**src/rtl/rbf_pkg.sv**
```systemverilog
// Shared types, constants and helpers for the ring buffer FIFO.
`timescale 1ns / 1ps

package rbf_pkg;

    // Storage geometry.
    localparam int PTR_W   = 6;
    localparam int DEPTH   = 1 << PTR_W;
    localparam int ELEM_W  = 32;
    localparam int SIZE_W  = 3;
    localparam int DATA_W  = 32;
    localparam int ADDR_W  = 3;

    // Depth of the command queue between front and back.
    localparam int QUEUE_DEPTH = 2;
    localparam int QPTR_W      = $clog2(QUEUE_DEPTH);
    localparam int QCNT_W      = $clog2(QUEUE_DEPTH + 1);

    // Function codes of an input beat.
    localparam logic [1:0] FUNC_WRITE = 2'd0;
    localparam logic [1:0] FUNC_READ  = 2'd1;
    localparam logic [1:0] FUNC_PEEK  = 2'd2;

    // Register indexes.
    localparam logic REG_SIZE_POWER = 1'b0;

    // Reset value of the size register.
    localparam logic [SIZE_W-1:0] SIZE_POWER_RESET = SIZE_W'(PTR_W);

    typedef struct packed {
        logic [1:0]        func;
        logic [ELEM_W-1:0] element_in;
        logic [PTR_W-1:0]  request_count;
    } in_item_t;

    typedef struct packed {
        logic [ELEM_W-1:0] element_out;
        logic              has_element;
        logic              is_last;
        logic              accepted;
        logic [PTR_W-1:0]  granted_count;
        logic [PTR_W-1:0]  space_left;
        logic [PTR_W-1:0]  data_left;
    } out_item_t;

    typedef enum logic [1:0] {
        CMD_WRITE,
        CMD_BURST,
        CMD_EMPTY
    } cmd_kind_t;

    // One classified item, handed from the front to the back.
    typedef struct packed {
        cmd_kind_t         kind;
        logic [ELEM_W-1:0] data;
        logic [PTR_W-1:0]  waddr;
        logic [PTR_W-1:0]  start;
        logic [PTR_W-1:0]  mask;
        logic [PTR_W-1:0]  granted;
        logic              accepted;
        logic [PTR_W-1:0]  space_left;
        logic [PTR_W-1:0]  data_left;
    } cmd_t;

    // Configuration write request as seen by the front.
    typedef struct packed {
        logic              psel;
        logic              penable;
        logic              pwrite;
        logic [ADDR_W-1:0] paddr;
        logic [DATA_W-1:0] pwdata;
    } cfg_req_t;

    // Pointer mask for a size register value. Zero acts as one, and values
    // beyond the storage act as the full storage.
    function automatic logic [PTR_W-1:0] ring_mask(input logic [SIZE_W-1:0] p);
        logic [SIZE_W-1:0] p_eff;
        logic [PTR_W-1:0]  m;
        p_eff = (p == '0) ? SIZE_W'(1) : p;
        if (int'(p_eff) >= PTR_W) begin
            m = '1;
        end
        else begin
            m = PTR_W'((1 << p_eff) - 1);
        end
        return m;
    endfunction

endpackage

```
**src/rtl/rbf_front.sv**
```systemverilog
// Front end: owns the pointers and size, accepts and classifies input beats.
`timescale 1ns / 1ps

module rbf_front
    import rbf_pkg::*;
(
    input  logic                clk,
    input  logic                rst_n,
    input  logic                item_valid,
    output logic                item_stall,
    input  in_item_t            item,
    input  cfg_req_t            cfg,
    output logic [DATA_W-1:0]   prdata,
    output logic                cmd_valid,
    input  logic                cmd_full,
    output cmd_t                cmd
);

    logic [PTR_W-1:0]  rp_reg, rp_next;
    logic [PTR_W-1:0]  wp_reg, wp_next;
    logic [SIZE_W-1:0] size_reg, size_next;

    logic              accept;
    logic              cfg_write;
    logic [PTR_W-1:0]  mask;
    logic [PTR_W-1:0]  new_mask;
    logic [PTR_W-1:0]  stored;
    logic [PTR_W-1:0]  stored_after;
    logic [PTR_W-1:0]  granted;

    // The queue decides whether a beat can be taken.
    assign item_stall = cmd_full;
    assign accept     = item_valid && !cmd_full;
    assign cmd_valid  = accept;

    assign cfg_write = cfg.psel && cfg.penable && cfg.pwrite
                       && (cfg.paddr[2] == REG_SIZE_POWER);

    // Register read-back.
    assign prdata = (cfg.paddr[2] == REG_SIZE_POWER)
                    ? DATA_W'(size_reg) : '0;

    assign mask     = ring_mask(size_reg);
    assign new_mask = ring_mask(cfg.pwdata[SIZE_W-1:0]);
    assign stored   = (wp_reg - rp_reg) & mask;
    assign granted  = (item.request_count < stored) ? item.request_count : stored;

    // Classify the beat and work out the pointer updates.
    always_comb
    begin
        rp_next      = rp_reg;
        wp_next      = wp_reg;
        size_next    = size_reg;
        stored_after = stored;
        cmd          = '0;
        cmd.kind     = CMD_EMPTY;
        cmd.data     = item.element_in;
        cmd.waddr    = wp_reg;
        cmd.start    = rp_reg;
        cmd.mask     = mask;

        if (cfg_write) begin
            size_next = cfg.pwdata[SIZE_W-1:0];
            rp_next   = rp_reg & new_mask;
            wp_next   = wp_reg & new_mask;
        end
        else if (accept) begin
            unique case (item.func) inside
                FUNC_WRITE:
                begin
                    cmd.kind = CMD_WRITE;
                    if (stored != mask) begin
                        cmd.accepted = 1'b1;
                        wp_next      = (wp_reg + PTR_W'(1)) & mask;
                        stored_after = stored + PTR_W'(1);
                    end
                end
                FUNC_READ, FUNC_PEEK:
                begin
                    cmd.granted = granted;
                    if (granted != '0) begin
                        cmd.kind = CMD_BURST;
                    end
                    if (item.func == FUNC_READ) begin
                        rp_next      = (rp_reg + granted) & mask;
                        stored_after = stored - granted;
                    end
                end
                default:
                begin
                    cmd.kind = CMD_EMPTY;
                end
            endcase
        end

        cmd.data_left  = stored_after;
        cmd.space_left = mask - stored_after;
    end

    // Pointer and size registers.
    always_ff @(posedge clk or negedge rst_n)
    begin
        if (!rst_n) begin
            rp_reg   <= '0;
            wp_reg   <= '0;
            size_reg <= SIZE_POWER_RESET;
        end
        else begin
            rp_reg   <= rp_next;
            wp_reg   <= wp_next;
            size_reg <= size_next;
        end
    end

endmodule

```
**src/rtl/rbf_cmd_queue.sv**
```systemverilog
// Short command queue that decouples the front from the back.
`timescale 1ns / 1ps

module rbf_cmd_queue
    import rbf_pkg::*;
(
    input  logic clk,
    input  logic rst_n,
    input  logic push,
    input  cmd_t push_cmd,
    output logic full,
    input  logic pop,
    output logic head_valid,
    output cmd_t head_cmd
);

    cmd_t              entry_reg [QUEUE_DEPTH];
    logic [QPTR_W-1:0] wr_ptr_reg, wr_ptr_next;
    logic [QPTR_W-1:0] rd_ptr_reg, rd_ptr_next;
    logic [QCNT_W-1:0] count_reg, count_next;
    logic              do_push;
    logic              do_pop;

    assign full       = (count_reg == QCNT_W'(QUEUE_DEPTH));
    assign head_valid = (count_reg != '0);
    assign head_cmd   = entry_reg[rd_ptr_reg];
    assign do_push    = push && !full;
    assign do_pop     = pop && head_valid;

    // Pointer and count updates; pointers wrap at the queue depth.
    always_comb
    begin
        wr_ptr_next = wr_ptr_reg;
        rd_ptr_next = rd_ptr_reg;
        count_next  = count_reg;
        if (do_push) begin
            wr_ptr_next = (int'(wr_ptr_reg) == QUEUE_DEPTH - 1)
                          ? '0 : wr_ptr_reg + QPTR_W'(1);
        end
        if (do_pop) begin
            rd_ptr_next = (int'(rd_ptr_reg) == QUEUE_DEPTH - 1)
                          ? '0 : rd_ptr_reg + QPTR_W'(1);
        end
        if (do_push && !do_pop) begin
            count_next = count_reg + QCNT_W'(1);
        end
        else if (do_pop && !do_push) begin
            count_next = count_reg - QCNT_W'(1);
        end
    end

    always_ff @(posedge clk or negedge rst_n)
    begin
        if (!rst_n) begin
            wr_ptr_reg <= '0;
            rd_ptr_reg <= '0;
            count_reg  <= '0;
        end
        else begin
            wr_ptr_reg <= wr_ptr_next;
            rd_ptr_reg <= rd_ptr_next;
            count_reg  <= count_next;
        end
    end

    // Entry storage.
    always_ff @(posedge clk)
    begin
        if (do_push) begin
            entry_reg[wr_ptr_reg] <= push_cmd;
        end
    end

endmodule

```
**src/rtl/rbf_back.sv**
```systemverilog
// Back end: slot memory, burst sequencing and the result output register.
`timescale 1ns / 1ps

module rbf_back
    import rbf_pkg::*;
(
    input  logic      clk,
    input  logic      rst_n,
    input  logic      cmd_valid,
    input  cmd_t      cmd,
    output logic      cmd_pop,
    output logic      result_valid,
    input  logic      result_stall,
    output out_item_t result
);

    logic [ELEM_W-1:0] mem_reg [DEPTH];
    logic [ELEM_W-1:0] rdata_reg;

    logic [PTR_W-1:0]  idx_reg, idx_next;
    logic              pend_valid_reg, pend_valid_next;
    out_item_t         pend_reg;
    logic              out_valid_reg, out_valid_next;
    out_item_t         out_reg;

    logic              out_free;
    logic              issue;
    logic              is_burst;
    logic              last_of_cmd;
    logic [PTR_W-1:0]  rd_addr;
    out_item_t         issue_meta;

    assign out_free    = !out_valid_reg || !result_stall;
    assign issue       = cmd_valid && (!pend_valid_reg || out_free);
    assign is_burst    = (cmd.kind == CMD_BURST);
    assign last_of_cmd = !is_burst || (idx_reg == cmd.granted - PTR_W'(1));
    assign cmd_pop     = issue && last_of_cmd;
    assign rd_addr     = (cmd.start + idx_reg) & cmd.mask;

    // Result fields known at issue time; the element follows from memory.
    always_comb
    begin
        issue_meta               = '0;
        issue_meta.has_element   = is_burst;
        issue_meta.is_last       = last_of_cmd;
        issue_meta.accepted      = cmd.accepted;
        issue_meta.granted_count = cmd.granted;
        issue_meta.space_left    = cmd.space_left;
        issue_meta.data_left     = cmd.data_left;
    end

    // Burst index and stage valid bits.
    always_comb
    begin
        idx_next        = idx_reg;
        pend_valid_next = pend_valid_reg;
        out_valid_next  = out_valid_reg;
        if (out_free) begin
            out_valid_next  = pend_valid_reg;
            pend_valid_next = 1'b0;
        end
        if (issue) begin
            pend_valid_next = 1'b1;
            idx_next        = last_of_cmd ? '0 : idx_reg + PTR_W'(1);
        end
    end

    always_ff @(posedge clk or negedge rst_n)
    begin
        if (!rst_n) begin
            idx_reg        <= '0;
            pend_valid_reg <= 1'b0;
            out_valid_reg  <= 1'b0;
        end
        else begin
            idx_reg        <= idx_next;
            pend_valid_reg <= pend_valid_next;
            out_valid_reg  <= out_valid_next;
        end
    end

    // Single-port slot memory with registered read data.
    always_ff @(posedge clk)
    begin
        if (issue && (cmd.kind == CMD_WRITE) && cmd.accepted) begin
            mem_reg[cmd.waddr] <= cmd.data;
        end
        else if (issue && is_burst) begin
            rdata_reg <= mem_reg[rd_addr];
        end
    end

    // Pending stage and output register payload.
    always_ff @(posedge clk)
    begin
        if (out_free) begin
            out_reg             <= pend_reg;
            out_reg.element_out <= pend_reg.has_element ? rdata_reg : '0;
        end
        if (issue) begin
            pend_reg <= issue_meta;
        end
    end

    assign result_valid = out_valid_reg;
    assign result       = out_reg;

endmodule

```
**src/rtl/ring_buffer_fifo_top.sv**
```systemverilog
// Top level of the power-of-two ring buffer FIFO.
//
//   Channel   Direction  Payload      Handshake
//   item      in         in_item_t    item_valid / item_stall
//   result    out        out_item_t   result_valid / result_stall
//   config    in         size_power   APB write, pready always high
//
// A write, an empty grant or an unknown function gives one result beat; a read or
// peek gives one beat per granted element, one per cycle unless stalled, limited
// by the single port of the slot memory. The first result passes the queue,
// pending stage and output register. Reset clears the pointers and sets the ring
// to the full 64 slots; slot contents are not cleared. A stalled result holds in
// the output register while the command queue keeps taking beats until full.
`timescale 1ns / 1ps

module ring_buffer_fifo_top
    import rbf_pkg::*;
(
    input  logic              clk,
    input  logic              rst_n,
    input  logic              item_valid,
    output logic              item_stall,
    input  in_item_t          item,
    output logic              result_valid,
    input  logic              result_stall,
    output out_item_t         result,
    input  logic              psel,
    input  logic              penable,
    input  logic              pwrite,
    input  logic [ADDR_W-1:0] paddr,
    input  logic [DATA_W-1:0] pwdata,
    output logic [DATA_W-1:0] prdata,
    output logic              pready
);

    cfg_req_t cfg;
    logic     push;
    cmd_t     push_cmd;
    logic     q_full;
    logic     pop;
    logic     head_valid;
    cmd_t     head_cmd;

    assign pready = 1'b1;

    // Gather the configuration request.
    always_comb
    begin
        cfg.psel    = psel;
        cfg.penable = penable;
        cfg.pwrite  = pwrite;
        cfg.paddr   = paddr;
        cfg.pwdata  = pwdata;
    end

    rbf_front u_front (
        .clk        (clk),
        .rst_n      (rst_n),
        .item_valid (item_valid),
        .item_stall (item_stall),
        .item       (item),
        .cfg        (cfg),
        .prdata     (prdata),
        .cmd_valid  (push),
        .cmd_full   (q_full),
        .cmd        (push_cmd)
    );

    rbf_cmd_queue u_queue (
        .clk        (clk),
        .rst_n      (rst_n),
        .push       (push),
        .push_cmd   (push_cmd),
        .full       (q_full),
        .pop        (pop),
        .head_valid (head_valid),
        .head_cmd   (head_cmd)
    );

    rbf_back u_back (
        .clk          (clk),
        .rst_n        (rst_n),
        .cmd_valid    (head_valid),
        .cmd          (head_cmd),
        .cmd_pop      (pop),
        .result_valid (result_valid),
        .result_stall (result_stall),
        .result       (result)
    );

endmodule

```
**config.mk**
```make
export PLATFORM = sky130hd
export DESIGN_NAME = ring_buffer_fifo_top
export DESIGN_NICKNAME = d
export VERILOG_FILES = /design/src/rtl/rbf_pkg.sv /design/src/rtl/rbf_front.sv /design/src/rtl/rbf_cmd_queue.sv /design/src/rtl/rbf_back.sv /design/src/rtl/ring_buffer_fifo_top.sv
export SDC_FILE = /design/constraint.sdc
export NUM_CORES = 2
export LEC_CHECK = 0
export BUFFER_PORTS_ARGS = -buffer_cell sky130_fd_sc_hd__buf_4
export CORE_ASPECT_RATIO = 0.9
export CORE_MARGIN = 1.5
export CORE_UTILIZATION = 55
export DETAILED_ROUTE_END_ITERATION = 7
export HOLD_SLACK_MARGIN = 0.05
export PLACE_DENSITY = 0.71
export SLEW_MARGIN = 20
export SYNTH_ARGS = -nofsm -noshare
export SYNTH_HDL_FRONTEND = slang
export SYNTH_SLANG_ARGS = --single-unit
```
**constraint.sdc**
```tcl
create_clock -name clk -period 7 [get_ports clk]
set_input_delay 0.7 -clock clk [delete_from_list [all_inputs] [get_ports clk]]
set_output_delay 0.7 -clock clk [all_outputs]
set_load 0.02 [all_outputs]
```
==> results list <==
- After routing the design area is 0.1029 sq mm.
- Post-CTS Setup Inserts: 0
- Critical path buffer and inverter count: 5
- Final clock period utilization by the worst path: 0.9134
- In this run the static leakage power is 32.93 nW.
- In the final layout, the share of cells above drive strength 1 is 0.2535.
- The first global-routing pass estimated 310000 um of wire.
* Unrepaired setup endpoints after global routing: false
- Class of the worst hold path: in2reg
* Die Y: 389.0 um
- Detailed placement ended at an HPWL of 122400 um.
- After routing, the total negative slack on setup checks comes to 0 ps.
- Detailed-routing iteration count for the pre-antenna-repair pass: 5
- Fill cell count: 10981
- In this run the horizontal extent of the chip is 431.8 um.
- Slew HR: 0.2238
- TritonCTS created 215 clock buffers.
- The worst setup path is launched from a flop.
- The hold violation total from the final report came to 0.
- RePlAce Congestion: 0.8440
- For this block, the initial DRC count from the detailed router was 5693.
- Clock tree from TritonCTS: done
- In this run the standard cell core region covers 0.1642 sq mm.
* Setup crit end kind: flop
- Hold bufs inserted after CTS: 33
- Average wire length per cell after detail routing: 30.03 um
* Transition time at the pin with the least slew margin: 1162 ps
* Kind of cell with the highest combined delay on the critical path: compound AO/OA/AOI/OAI gates
- Post-route DRC violation count: 0
- Largest driver fanout on the critical path: 7
* Most common cell type on the critical path: sky130_fd_sc_hd__inv_1
* Final WL: 215000 um
- Die footprint: 0.1680 sq mm
* Commonest cells after routing, fill and taps aside: sky130_fd_sc_hd__edfxtp_1, sky130_fd_sc_hd__mux4_2, sky130_fd_sc_hd__nand2_1
* Distinct cell type count of the synthesized netlist: 76
- Placed Area: 0.09544 sq mm
- After clock tree synthesis, the repair step resized 0 gates.
* Type of the setup path with the least slack: reg2reg
* Cell at the root of the clock tree: sky130_fd_sc_hd__clkbuf_16
* Synth Instances: 4471
- In this run the remaining antenna-violating nets after routing total 0.
- Effective utilization at floorplan: 0.5542
- The number of global-route vias before repair came to 45517.
* Netlist area before placement: 0.09103 sq mm
* FF-to-FF Start: u_front.wp_reg[0]$_DFFE_PN0P_
- On the critical path, the stage with the largest delay is an instance of sky130_fd_sc_hd__dfrtp_1.
- Data on the critical path arrives at its endpoint at 6950 ps.
* Sequential share of the synthesized area: 0.7648
- Outcome: finished clean
* Clock slew at the register clock pins of the worst setup and hold paths: 60 ps
* EDFF count, synth: 2296
- Number of sinks driven by the clock tree: 2323
- I/O Buffers: 108
- Counting flops and latches in the post-synthesis netlist gives 2323.
- Routed vias: 45931
- All-Layer GR Usage: 0.2565
- A synthesized cell averages 20.36 sq um.
- Across the run, the number of max-cap violations was 0.
* Max rail drop VDD: 421.3 uV
- The final count of pins violating max slew is 0.
* Standard-cell row count: 141
- The library cell used most frequently in the layout, excluding fill and tap cells, is sky130_fd_sc_hd__edfxtp_1.
* Launch point of the worst hold path: pwdata[0]
- Data required time at the worst endpoint: 7560 ps
* Post-layout min period: 6394 ps
* First element of the critical path: u_front.wp_reg[0]$_DFFE_PN0P_
* Max Clock Skew: 22.61 ps
- Growth of design area from synthesis to finish: 13.05%
- The number of antenna violations at the first check in global routing came to 6.
- Number of I/O pins: 170
* Proportion of synthesized flip-flops having asynchronous set or reset: 0.01162
- Setup violations remaining at the end of the flow were counted as 0.
- NumNets Final: 4876
- Clock latency at the later pin of the worst-skew pair: 830 ps
- Via density per instance: 6.418
- The register with the most flip-flops in the layout has 2048 of them.
* Number of warnings issued by yosys: 0
- Delay contributed by the slowest stage of the critical path: 470 ps
- Power density over the cells: 442.1 mW/mm^2
- Maximum number of pins on one net before global-route repair: 72
- CTS max path bufs: 3
- The most used flip-flop cell after synthesis is sky130_fd_sc_hd__edfxtp_1.
- The clock tree synthesis step divided the H-tree into 4 levels.
- Global routing finished with a remaining overflow of 0.
- Peak Freq: 156.4 MHz
## cells in the mapped netlist, types with 12 or more instances
cell                          n  area share
sky130_fd_sc_hd__buf_2       37      0.0020
sky130_fd_sc_hd__nand3_1     17     0.00093
sky130_fd_sc_hd__edfxtp_1  2296        0.76
sky130_fd_sc_hd__mux2_2      57      0.0071
sky130_fd_sc_hd__and2_1     165       0.011
sky130_fd_sc_hd__mux2i_1     15      0.0016
sky130_fd_sc_hd__a21o_1      12     0.00099
sky130_fd_sc_hd__xor2_1      13      0.0013
sky130_fd_sc_hd__nand2_1    317       0.013
sky130_fd_sc_hd__buf_6       23      0.0028
sky130_fd_sc_hd__a21oi_1     96      0.0053
sky130_fd_sc_hd__a31oi_1     67      0.0046
sky130_fd_sc_hd__buf_1       24     0.00099
sky130_fd_sc_hd__nor2_1     104      0.0043
sky130_fd_sc_hd__inv_1       51      0.0021
sky130_fd_sc_hd__xnor2_1     21      0.0020
sky130_fd_sc_hd__clkbuf_1   129      0.0053
sky130_fd_sc_hd__ha_1        38      0.0052
sky130_fd_sc_hd__dfrtp_1     25      0.0069
sky130_fd_sc_hd__o21ai_0     33      0.0018
sky130_fd_sc_hd__buf_4       64      0.0053
sky130_fd_sc_hd__a211oi_1   161       0.013
sky130_fd_sc_hd__mux4_2     512        0.13
sky130_fd_sc_hd__a311oi_1    66      0.0063
## per-stage QoR
step / power (mW) / utilization / instances / worst slack, ps / hold WS, ps
floorplan: 28.87 / - / 4504 / 1331 / 400.3
CTS: 45.63 / 0.6261 / 7151 / 704.1 / 68.46
global route: 47.25 / 0.6266 / 7156 / 188.0 / 95.59
global placement: 33.64 / 0.5802 / 6712 / 777.6 / 402.9
finish: 45.50 / 0.6266 / 7157 / 606.3 / 117.9
detailed placement: 33.97 / 0.5811 / 6717 / 764.1 / 405.4
## cell type report
cell class	count	area, sq um	share of cell area
inverter	52	195.2	0.001897
timing repair buffer	307	2773	0.02694
antenna	6	15.01	0.0001459
clock inverter	142	1360	0.01322
multi-input combinational	1852	20470	0.1989
clock buffer	259	5694	0.05533
sequential	2323	69630	0.6766
tap	2216	2773	0.02694
## metal layers
metal / up-vias / share of wire / track usage
li1: 18889 / - / -
met1: 24359 / 0.40 / 0.3760
met2: 2349 / 0.48 / 0.3972
met3: 334 / 0.092 / 0.04810
met4: 0 / 0.027 / 0.07810
met5: - / 0 / 0
## final timing paths
path | endpoint | slack (ps) | cells past startpoint
setup / recovery | u_queue.entry_reg[1][11]$_DFFE_PP_ | 610 | 29
hold / removal | u_front.size_reg[0]$_DFFE_PN0P_ | 120 | 3
setup reg to reg | u_queue.entry_reg[1][11]$_DFFE_PP_ | 610 | 29
hold reg to reg | u_back.result[15]$_DFFE_PP_ | 420 | 0
max in group asynchronous | u_queue.rd_ptr_reg$_DFFE_PN0P_ | 6290 | 2
min in group asynchronous | u_front.size_reg[0]$_DFFE_PN0P_ | 350 | 2
## power breakdown
part,switching [mW],leakage (nW),internal (mW)
Combinational,9.64,8.35,6.19
Clock,5.01,3.47,6.70
Sequential,0.276,21.1,17.7
## tightest hold or removal path: cells and delay by family
kind | cells | cell delay [ps]
buffers and inverters | 1 | 100
AND/OR/NAND/NOR | 2 | 100
## cells by family after synthesis
family,share of synthesized area
AOI/OAI and AO/OA,0.03681
muxes,0.1355
and+or+nand+nor,0.03454
buffers and inverters,0.01861
xor gates and xnor gates,0.003271
adders and majority gates,0.006323
DFF,0.7648
other,0.00008250
Power figures use the tool's default switching activity.
